`src/hw/rtl/vca_pkg.sv`:
```
// vca_pkg: shared types and codes of the virtual channel allocator
// table entry layout, item kinds, result status codes, row search result
// no dependencies
`default_nettype none

package vca_pkg;

  // one table entry: {blocked count, owner id}
  localparam int ID_W      = 16;
  localparam int BLK_W     = 8;
  localparam int ENTRY_W   = BLK_W + ID_W;
  // channel index width for the largest supported channel count
  localparam int CH_IDX_W  = 4;

  localparam logic [1:0] KIND_RESERVE = 2'd0;
  localparam logic [1:0] KIND_RELEASE = 2'd1;
  localparam logic [1:0] KIND_LOOKUP  = 2'd2;
  localparam logic [1:0] KIND_SETBLK  = 2'd3;

  localparam logic [2:0] ST_OK           = 3'd0;
  localparam logic [2:0] ST_NO_FREE      = 3'd1;
  localparam logic [2:0] ST_BAD_ID       = 3'd2;
  localparam logic [2:0] ST_ALREADY_FREE = 3'd3;
  localparam logic [2:0] ST_NOT_FOUND    = 3'd4;

  // result of searching one port row
  typedef struct packed {
    logic                free_hit;
    logic [CH_IDX_W-1:0] free_ch;
    logic                id_hit;
    logic [CH_IDX_W-1:0] id_ch;
  } vca_search_t;

endpackage

`default_nettype wire

```
`src/hw/rtl/vca_row_search.sv`:
```
// vca_row_search: priority search over the channels of one port row
// finds the lowest free unblocked channel and the lowest owned id match
// depends on vca_pkg
`default_nettype none

module vca_row_search
  import vca_pkg::*;
#(
  parameter int CHANNEL_COUNT = 4
) (
  input  logic [CHANNEL_COUNT*ENTRY_W-1:0] row_data,
  input  logic [CHANNEL_COUNT-1:0]         owned,
  input  logic                             blk_valid,
  input  logic [ID_W-1:0]                  key_id,
  output vca_search_t                      result
);

  logic [ID_W-1:0]  ent_id;
  logic [BLK_W-1:0] ent_blk;

  // walk from the top so the lowest channel wins
  always_comb begin
    result  = '0;
    ent_id  = '0;
    ent_blk = '0;
    for (int j = CHANNEL_COUNT - 1; j >= 0; j--) begin
      ent_id  = row_data[j*ENTRY_W +: ID_W];
      ent_blk = blk_valid ? row_data[j*ENTRY_W + ID_W +: BLK_W] : '0;
      if (!owned[j] && (ent_blk == '0)) begin
        result.free_hit = 1'b1;
        result.free_ch  = CH_IDX_W'(j);
      end
      if (owned[j] && (ent_id == key_id)) begin
        result.id_hit = 1'b1;
        result.id_ch  = CH_IDX_W'(j);
      end
    end
  end

endmodule

`default_nettype wire

```
`src/hw/rtl/virtual_channel_allocator.sv`:
```
// virtual_channel_allocator: per-port virtual channel ownership table
// top level: item sequencer, row memory, config register, output register
// depends on vca_pkg and vca_row_search
//
// usage
//   input channel (in_*): one beat is one request: reserve, release,
//   lookup by packet id or set blocked count. in_ready is high while the
//   sequencer is idle.
//   result channel (out_*): exactly one beat per request, in order.
//   config port: APB-style, one register (invalid packet id) at address 0,
//   write only while no request is outstanding. pready is tied high.
// timing
//   reserve, release and set-blocked go from accept to the next accept
//   through row read, row modify/write back and result hand-off.
//   lookup reads the port rows one at a time through the single row memory
//   port, a row read and a modify step per row, up to the hit or the last row.
//   result is valid the cycle after the sequencer hands it off.
// reset
//   rst_n is synchronous. ownership bits, loads and peaks clear at once;
//   per-row valid bits make blocked counts read as zero, no clearing pass.
// stalls
//   the output register holds a finished result while out_ready is low and
//   the next request is still accepted; its result waits in the sequencer.
`default_nettype none

module virtual_channel_allocator
  import vca_pkg::*;
#(
  parameter int PORT_COUNT    = 4,
  parameter int CHANNEL_COUNT = 4
) (
  input  logic        clk,
  input  logic        rst_n,
  // config port
  input  logic        psel,
  input  logic        penable,
  input  logic        pwrite,
  input  logic [0:0]  paddr,
  input  logic [31:0] pwdata,
  output logic [31:0] prdata,
  output logic        pready,
  // request channel
  input  logic        in_valid,
  output logic        in_ready,
  input  logic [1:0]  in_kind,
  input  logic [1:0]  in_port,
  input  logic [1:0]  in_channel,
  input  logic [15:0] in_packet_id,
  input  logic [7:0]  in_blocked_value,
  // result channel
  output logic        out_valid,
  input  logic        out_ready,
  output logic [2:0]  out_status,
  output logic [1:0]  out_port_out,
  output logic [1:0]  out_channel_out,
  output logic [2:0]  out_load,
  output logic [2:0]  out_peak
);

  // row address, port compare, channel index and load widths
  localparam int AW    = (PORT_COUNT > 1) ? $clog2(PORT_COUNT) : 1;
  localparam int PCW   = $clog2(PORT_COUNT + 1);
  localparam int PXW   = (PCW > 2) ? PCW : 2;
  localparam int CW    = (CHANNEL_COUNT > 1) ? $clog2(CHANNEL_COUNT) : 1;
  localparam int CCW   = $clog2(CHANNEL_COUNT + 1);
  localparam int CXW   = (CCW > 2) ? CCW : 2;
  localparam int LW    = CCW;
  localparam int LXW   = (LW > 3) ? LW : 3;
  localparam int SXW   = (AW > 2) ? AW : 2;
  localparam int ROW_W = CHANNEL_COUNT * ENTRY_W;

  localparam logic [0:0] ADDR_INVALID_ID = 1'b0;

  // sequencer states
  localparam logic [1:0] S_IDLE = 2'd0;
  localparam logic [1:0] S_READ = 2'd1;
  localparam logic [1:0] S_EXEC = 2'd2;
  localparam logic [1:0] S_OUT  = 2'd3;

  logic [1:0]         state_r, state_nxt;
  logic [1:0]         kind_r;
  logic [1:0]         port_r;
  logic [1:0]         chan_r;
  logic [ID_W-1:0]    id_r;
  logic [BLK_W-1:0]   bval_r;
  logic [AW-1:0]      scan_r;
  logic [ID_W-1:0]    invalid_id_r;

  // table state held in flops: ownership, row valid, per-port counters
  logic [CHANNEL_COUNT-1:0] owned_r [PORT_COUNT];
  logic [PORT_COUNT-1:0]    row_valid_r;
  logic [LW-1:0]            load_r [PORT_COUNT];
  logic [LW-1:0]            peak_r [PORT_COUNT];

  // row memory: one row per port, {blocked, id} per channel
  logic [ROW_W-1:0] row_mem [PORT_COUNT];
  logic [ROW_W-1:0] rd_row_r;

  // finished result waiting for the output register
  logic [2:0] res_status_r, res_status_nxt;
  logic [1:0] res_port_r, res_port_nxt;
  logic [1:0] res_chan_r, res_chan_nxt;
  logic [2:0] res_load_r, res_load_nxt;
  logic [2:0] res_peak_r, res_peak_nxt;

  logic       out_valid_r;
  logic [2:0] out_status_r;
  logic [1:0] out_port_r;
  logic [1:0] out_chan_r;
  logic [2:0] out_load_r;
  logic [2:0] out_peak_r;

  logic                 in_fire;
  logic                 cfg_wr;
  logic                 out_free;
  logic [PXW-1:0]       port_x;
  logic [CXW-1:0]       chan_x;
  logic [SXW-1:0]       scan_x;
  logic                 port_ok;
  logic                 chan_ok;
  logic [AW-1:0]        port_row;
  logic [CW-1:0]        chan_idx;
  logic                 is_lookup;
  logic [AW-1:0]        row_sel;
  logic [AW-1:0]        ld_idx;
  logic                 found;
  logic                 ld_ok;
  logic [LW-1:0]        load_cur;
  logic [LW-1:0]        peak_cur;
  logic [ROW_W-1:0]     base_row;
  vca_search_t          srch;

  // modify stage controls
  logic                     exec;
  logic                     mem_we;
  logic                     tbl_upd;
  logic                     scan_step;
  logic [CW-1:0]            wr_ch;
  logic                     wr_set_id;
  logic                     wr_set_blk;
  logic [BLK_W-1:0]         wr_blk;
  logic [ROW_W-1:0]         wr_row;
  logic [CHANNEL_COUNT-1:0] owned_row_nxt;
  logic [LW-1:0]            load_new;
  logic [LW-1:0]            peak_new;
  logic [2:0]               st;
  logic [1:0]               ch_res;
  logic [1:0]               pout;
  logic [LXW-1:0]           load_x;
  logic [LXW-1:0]           peak_x;

  // config port
  assign pready = 1'b1;
  assign cfg_wr = psel && penable && pwrite;
  assign prdata = (paddr == ADDR_INVALID_ID) ? {16'h0, invalid_id_r} : 32'h0;

  always_ff @(posedge clk) begin
    if (!rst_n) begin
      invalid_id_r <= 16'hFFFF;
    end else if (cfg_wr && (paddr == ADDR_INVALID_ID)) begin
      invalid_id_r <= pwdata[ID_W-1:0];
    end
  end

  // handshakes
  assign in_ready = (state_r == S_IDLE);
  assign in_fire  = in_valid && in_ready;
  assign out_free = !out_valid_r || out_ready;

  // request decode; out-of-range ports and channels map to index zero
  assign port_x    = PXW'(port_r);
  assign chan_x    = CXW'(chan_r);
  assign scan_x    = SXW'(scan_r);
  assign port_ok   = (port_x < PXW'(PORT_COUNT));
  assign chan_ok   = (chan_x < CXW'(CHANNEL_COUNT));
  assign port_row  = port_ok ? port_x[AW-1:0] : '0;
  assign chan_idx  = chan_ok ? chan_x[CW-1:0] : '0;
  assign is_lookup = (kind_r == KIND_LOOKUP);
  assign row_sel   = is_lookup ? scan_r : port_row;

  // registered row read; write back from the modify stage
  always_ff @(posedge clk) begin
    if (mem_we) begin
      row_mem[port_row] <= wr_row;
    end
    if (state_r == S_READ) begin
      rd_row_r <= row_mem[row_sel];
    end
  end

  // blocked counts of a row never written read as zero
  always_comb begin
    base_row = rd_row_r;
    for (int j = 0; j < CHANNEL_COUNT; j++) begin
      if (!row_valid_r[row_sel]) begin
        base_row[j*ENTRY_W + ID_W +: BLK_W] = '0;
      end
    end
  end

  vca_row_search #(
    .CHANNEL_COUNT(CHANNEL_COUNT)
  ) u_search (
    .row_data (base_row),
    .owned    (owned_r[row_sel]),
    .blk_valid(1'b1),
    .key_id   (id_r),
    .result   (srch)
  );

  // load and peak reported: found port on a lookup hit, else the request port (zero if out of range)
  assign exec     = (state_r == S_EXEC);
  assign found    = is_lookup && srch.id_hit;
  assign ld_idx   = found ? scan_r : port_row;
  assign ld_ok    = found || port_ok;
  assign load_cur = load_r[ld_idx];
  assign peak_cur = peak_r[ld_idx];

  // modify stage
  always_comb begin
    mem_we        = 1'b0;
    tbl_upd       = 1'b0;
    scan_step     = 1'b0;
    wr_ch         = '0;
    wr_set_id     = 1'b0;
    wr_set_blk    = 1'b0;
    wr_blk        = '0;
    owned_row_nxt = owned_r[row_sel];
    load_new      = load_cur;
    peak_new      = peak_cur;
    st            = ST_OK;
    ch_res        = chan_r;
    pout          = port_r;
    unique case (kind_r)
      KIND_RESERVE: begin
        if (id_r == invalid_id_r) begin
          st = ST_BAD_ID;
        end else if (port_ok && srch.free_hit) begin
          ch_res     = srch.free_ch[1:0];
          wr_ch      = srch.free_ch[CW-1:0];
          wr_set_id  = 1'b1;
          mem_we     = exec;
          tbl_upd    = exec;
          owned_row_nxt[srch.free_ch[CW-1:0]] = 1'b1;
          load_new   = load_cur + LW'(1);
          peak_new   = (load_new > peak_cur) ? load_new : peak_cur;
        end else begin
          st = ST_NO_FREE;
        end
      end
      KIND_RELEASE: begin
        if (port_ok && chan_ok && owned_r[row_sel][chan_idx]) begin
          wr_ch      = chan_idx;
          wr_set_blk = 1'b1;
          mem_we     = exec;
          tbl_upd    = exec;
          owned_row_nxt[chan_idx] = 1'b0;
          load_new   = load_cur - LW'(1);
        end else begin
          st = ST_ALREADY_FREE;
        end
      end
      KIND_LOOKUP: begin
        if (srch.id_hit) begin
          pout   = scan_x[1:0];
          ch_res = srch.id_ch[1:0];
        end else if (scan_r == AW'(PORT_COUNT - 1)) begin
          st = ST_NOT_FOUND;
        end else begin
          scan_step = 1'b1;
        end
      end
      KIND_SETBLK: begin
        if (port_ok && chan_ok) begin
          wr_ch      = chan_idx;
          wr_set_blk = 1'b1;
          wr_blk     = bval_r;
          mem_we     = exec;
        end
      end
    endcase

    wr_row = base_row;
    for (int j = 0; j < CHANNEL_COUNT; j++) begin
      if (wr_ch == CW'(j)) begin
        if (wr_set_id) begin
          wr_row[j*ENTRY_W +: ID_W] = id_r;
        end
        if (wr_set_blk) begin
          wr_row[j*ENTRY_W + ID_W +: BLK_W] = wr_blk;
        end
      end
    end
  end

  // result fields; counts wider than three bits report their low bits
  assign load_x         = ld_ok ? LXW'(load_new) : '0;
  assign peak_x         = ld_ok ? LXW'(peak_new) : '0;
  assign res_status_nxt = st;
  assign res_port_nxt   = pout;
  assign res_chan_nxt   = (st == ST_OK) ? ch_res : 2'd0;
  assign res_load_nxt   = load_x[2:0];
  assign res_peak_nxt   = peak_x[2:0];

  // sequencer
  always_comb begin
    state_nxt = state_r;
    unique case (state_r)
      S_IDLE: if (in_fire) state_nxt = S_READ;
      S_READ: state_nxt = S_EXEC;
      S_EXEC: state_nxt = scan_step ? S_READ : S_OUT;
      S_OUT:  if (out_free) state_nxt = S_IDLE;
      default: state_nxt = S_IDLE;
    endcase
  end

  always_ff @(posedge clk) begin
    if (!rst_n) begin
      state_r <= S_IDLE;
    end else begin
      state_r <= state_nxt;
    end
  end

  // request capture and lookup row counter
  always_ff @(posedge clk) begin
    if (in_fire) begin
      kind_r <= in_kind;
      port_r <= in_port;
      chan_r <= in_channel;
      id_r   <= in_packet_id;
      bval_r <= in_blocked_value;
      scan_r <= '0;
    end else if (exec && scan_step) begin
      scan_r <= scan_r + AW'(1);
    end
  end

  // table flops
  always_ff @(posedge clk) begin
    if (!rst_n) begin
      row_valid_r <= '0;
      for (int i = 0; i < PORT_COUNT; i++) begin
        owned_r[i] <= '0;
        load_r[i]  <= '0;
        peak_r[i]  <= '0;
      end
    end else begin
      if (mem_we) begin
        row_valid_r[port_row] <= 1'b1;
      end
      if (tbl_upd) begin
        owned_r[port_row] <= owned_row_nxt;
        load_r[port_row]  <= load_new;
        peak_r[port_row]  <= peak_new;
      end
    end
  end

  // finished result
  always_ff @(posedge clk) begin
    if (exec && !scan_step) begin
      res_status_r <= res_status_nxt;
      res_port_r   <= res_port_nxt;
      res_chan_r   <= res_chan_nxt;
      res_load_r   <= res_load_nxt;
      res_peak_r   <= res_peak_nxt;
    end
  end

  // output register
  always_ff @(posedge clk) begin
    if (!rst_n) begin
      out_valid_r <= 1'b0;
    end else if ((state_r == S_OUT) && out_free) begin
      out_valid_r <= 1'b1;
    end else if (out_ready) begin
      out_valid_r <= 1'b0;
    end
  end

  always_ff @(posedge clk) begin
    if ((state_r == S_OUT) && out_free) begin
      out_status_r <= res_status_r;
      out_port_r   <= res_port_r;
      out_chan_r   <= res_chan_r;
      out_load_r   <= res_load_r;
      out_peak_r   <= res_peak_r;
    end
  end

  assign out_valid       = out_valid_r;
  assign out_status      = out_status_r;
  assign out_port_out    = out_port_r;
  assign out_channel_out = out_chan_r;
  assign out_load        = out_load_r;
  assign out_peak        = out_peak_r;

  // load of a row matches its ownership bits
  a_load_matches_owned: assert property (@(posedge clk) disable iff (!rst_n)
    exec |-> ($countones(owned_r[row_sel]) == int'(load_r[row_sel])))
    else $error("port load out of step with ownership bits");

  // peak never below the current load
  a_peak_ge_load: assert property (@(posedge clk) disable iff (!rst_n)
    exec |-> (peak_r[row_sel] >= load_r[row_sel]))
    else $error("port peak below current load");

  // an accepted beat always starts with a row read
  a_accept_reads: assert property (@(posedge clk) disable iff (!rst_n)
    in_fire |=> (state_r == S_READ))
    else $error("accepted beat did not start a row read");

  // a new result appears only from the hand-off state
  a_out_from_handoff: assert property (@(posedge clk) disable iff (!rst_n)
    $rose(out_valid_r) |-> ($past(state_r) == S_OUT))
    else $error("result shown without hand-off");

  // a lookup never writes the table
  a_lookup_no_write: assert property (@(posedge clk) disable iff (!rst_n)
    (exec && is_lookup) |-> (!mem_we && !tbl_upd))
    else $error("lookup modified the table");

endmodule

`default_nettype wire
```
`config.mk`:
```
export PLATFORM = sky130hd
export DESIGN_NAME = virtual_channel_allocator
export DESIGN_NICKNAME = d
export VERILOG_FILES = /design/src/hw/rtl/vca_pkg.sv /design/src/hw/rtl/vca_row_search.sv /design/src/hw/rtl/virtual_channel_allocator.sv
export SDC_FILE = /design/constraint.sdc
export NUM_CORES = 1
export LEC_CHECK = 0
export BUFFER_PORTS_ARGS = -buffer_cell sky130_fd_sc_hd__buf_4
export CAP_MARGIN = 10
export CORE_UTILIZATION = 50
export CTS_CLUSTER_DIAMETER = 200
export DETAILED_ROUTE_END_ITERATION = 8
export PLACE_DENSITY = 0.67
export SLEW_MARGIN = 20
export SYNTH_ARGS = -nofsm -noshare
export SYNTH_HDL_FRONTEND = slang
export SYNTH_SLANG_ARGS = --single-unit
```
`constraint.sdc`:
```
create_clock -name clk -period 12.45 [get_ports clk]
set_input_delay 3.735 -clock clk [delete_from_list [all_inputs] [get_ports clk]]
set_output_delay 3.735 -clock clk [all_outputs]
set_load 0.1 [all_outputs]
```
==> metrics.csv <==
stage,metric,value,unit
routing,drtAntennaViolNets,0,
sta,final-setup-viol-count,0,
routing,first_pass_iters,7,
global_routing,grt_overflow,0,
clock_network,cts_tree,built,
min_path,timing.hold.worst.start,res_load_r[1],
floorplan,coreArea,48150,µm²
synthesis,synth.area.top_cells,"edfxtp_1, mux4_2, mux2_2",
synthesis,synth_top_area_share,0.7036,
floorplan,die_x,223.7,µm
worst_setup_path,crit_start,paddr,
global_routing,grt_pass1_wl,76060,µm
sta,rsz0062_at_grt,false,
sta,tns,0,ps
sta,report.final.hold_viol_count,0,
worst_setup_path,reg2regPathDepth,19,
finish,syn2layout_area_growth,13.06,%
run_status,status,finished clean,
floorplan,initial_core_util,0.5106,
synthesis,synth_edf_count,576,
clock_network,hold_buffers,0,
routing,drc,0,
worst_setup_path,required,8710,ps
worst_setup_path,r2r-start,kind_r[0],
clock_network,path_clk_slew,60,ps
worst_setup_path,endpoint_kind,output port,
global_routing,grt_pass1_vias,12850,
finish,final_cell_mix,"edfxtp_1, buf_4, mux4_2",
power,ir_drop,0.1169,mV
power,swShare,0.2288,
finish,instances_no_fill,2142,
synthesis,synth_cell_type_count,70,
flow_run,max_cap_viol_count,0,
synthesis,syn_area,24580,µm²
synthesis,netlist_instances,1348,
clock_network,postCtsSetupRepairBufs,0,
clock_network,cts_made_buffers,58,
power,p_leak,9.109,nW
finish,nNetsFinal,1516,
finish,final_layout_size_suffix_gt1_frac,0.2631,
power,clockPowerShare,0.388,
global_routing,grt_max_degree,103,
synthesis,ys_seq_elements,601,
worst_setup_path,worstPathMaxFanout,18,
worst_setup_path,worst-setup-path-type,input pin to output port,
placed_design,placement.io_buffers,84,
sta,relSlewSlack,0.2638,
sta,period_needed,8082,ps
sta,tightest_slew,1101,ps
floorplan,die-area,50060,µm²
sta,fin_crit_sh,0.6491,
min_path,hold_path_class,register to register,
clock_network,cts_max_path_buffers,3,
floorplan,rows,80,
power,p_comb_frac,0.091,
sta,finalMaxSlewViolations,0,
clock_network,cts_max_level,2,
sta,skew,21.62,ps
finish,diodes,0,
synthesis,seq_area_frac_synth,0.7240,
clock_network,cts_root_buffer,clkbuf_16,
clock_network,cts.repair.resized,0,
placed_design,place_area,25880,µm²
placed_design,placedCellCount,2036,
finish,final_util,0.5772,
power,p_int,3.471,mW
finish,final_common_cell,edfxtp_1,
min_path,hold_depth,0,
synthesis,syn_avg_cell_area,18.24,µm²
routing,vias,12480,
worst_setup_path,critPathArrivalTime,4350,ps
clock_network,insertion_delay,620,ps
routing,drtIter0Drc,1163,
routing,routedWlPerCell,22.87,µm
clock_network,cts_num_sinks,601,
routing,wl,49000,µm
synthesis,ys.warnings.count,0,
worst_setup_path,reg2reg_setup_slack,5680,ps
global_routing,groute.usage.overall,0.2002,
power,pwr-share-seq,0.521,
worst_setup_path,startpoint_type,input pin,
power,powerDensity,161.9,nW/µm²
power,p_switching,1.029,mW
finish,fin_area,27790,µm²
global_routing,antenna_found_initial,0,
floorplan,ios,118,
placed_design,place_hpwl,28500,µm
synthesis,async_flop_share,0,
sta,max_freq,123.7,MHz
placed_design,globalplace.congestion,0.8198,
power,finalPower,4.500,mW
synthesis,synth_top_area_cell,edfxtp_1,
floorplan,die_h,223.7,µm
synthesis,synthFlopType,edfxtp_1,
routing,vias_per_cell,5.826,
## synth_stat cells, types with 7 or more instances
master / count
o211ai_1: 12
a21oi_1: 11
nand4_1: 20
nand2b_1: 7
buf_4: 18
nand3_1: 22
a32o_1: 25
xor2_1: 18
mux2_4: 11
dfxtp_1: 25
buf_1: 11
nor2_1: 39
mux2_2: 58
nor2b_1: 23
and2_1: 7
o21ai_0: 7
xnor2_1: 65
o2bb2ai_1: 7
buf_2: 9
nor4_1: 18
mux4_2: 101
edfxtp_1: 576
nand2_1: 72
inv_1: 14
mux2i_1: 16
nor3_1: 17
clkbuf_1: 46
a31oi_1: 8
## power groups by stage
stage                     clock network [mW]  registers [mW]  logic [mW]
after floorplan                            0            2.37       0.319
after global placement                     0            2.38       0.402
after detailed placement                   0            2.39       0.410
after CTS                               1.78            2.34       0.411
after global routing                    1.85            2.35       0.440
final                                   1.75            2.34       0.409
## worst max-delay path, cell delays in order
cell and delay (ps):
buf_4 170, nor2b_1 140, buf_4 300
## state kept, by name (all words and copies together) (netlist names), 3 cells and up
signal	flops
row_mem	384
rd_row_r	96
id_r	16
invalid_id_r	16
owned_r	16
load_r	12
peak_r	12
bval_r	8
row_valid_r	4
out_load	3
out_peak	3
out_status	3
res_load_r	3
res_peak_r	3
res_status_r	3
## layout make-up
type / instances / area, µm²
clock buffer: 66 / 1523
clock inverter: 40 / 379.1
fill: 3590 / 20350
inverter: 17 / 63.81
multi-input combinational: 658 / 6415
sequential: 601 / 17800
tap: 656 / 820.8
timing repair buffer: 104 / 793.3
## worst paths after layout
| kind | to |
|---|---|
| worst min-delay path | out_load[1] |
| worst max register to register | res_peak_r[0] |
| worst min register to register | out_load[1] |
| worst max-delay path | prdata[2] |
## cell families (layout without fill, tap and decap cells)
kind of cell,count (synthesis),after routing,synth area share
AO/OA/AOI/OAI,121,121,0.03965
XOR/XNOR,83,83,0.02957
adder cells (fa/ha/maj),6,6,0.003054
multiplexers,188,188,0.1335
flip-flops,601,601,0.7240
other,2,17,0.0003055
AND/OR/NAND/NOR,243,243,0.04998
buffers and inverters,104,227,0.02000
## stage by stage
step	hold WS [ps]	setup WS [ps]
6_report	421.5	4368
5_1_grt	431.0	4319
4_1_cts	423.6	4360
3_5_place_dp	409.8	4360
3_3_place_gp	404.4	4386
2_1_floorplan	400.3	2651
## per-layer routing
metal / global-route usage / vias up / part of all wire
met2: 0.3254 / 401 / 0.48
met5: 0 / - / 0
met3: 0.03187 / 87 / 0.055
met4: 0.05502 / 0 / 0.021
li1: - / 5554 / -
met1: 0.2828 / 6438 / 0.44
No activity file was read; power rests on OpenSTA's default activity.
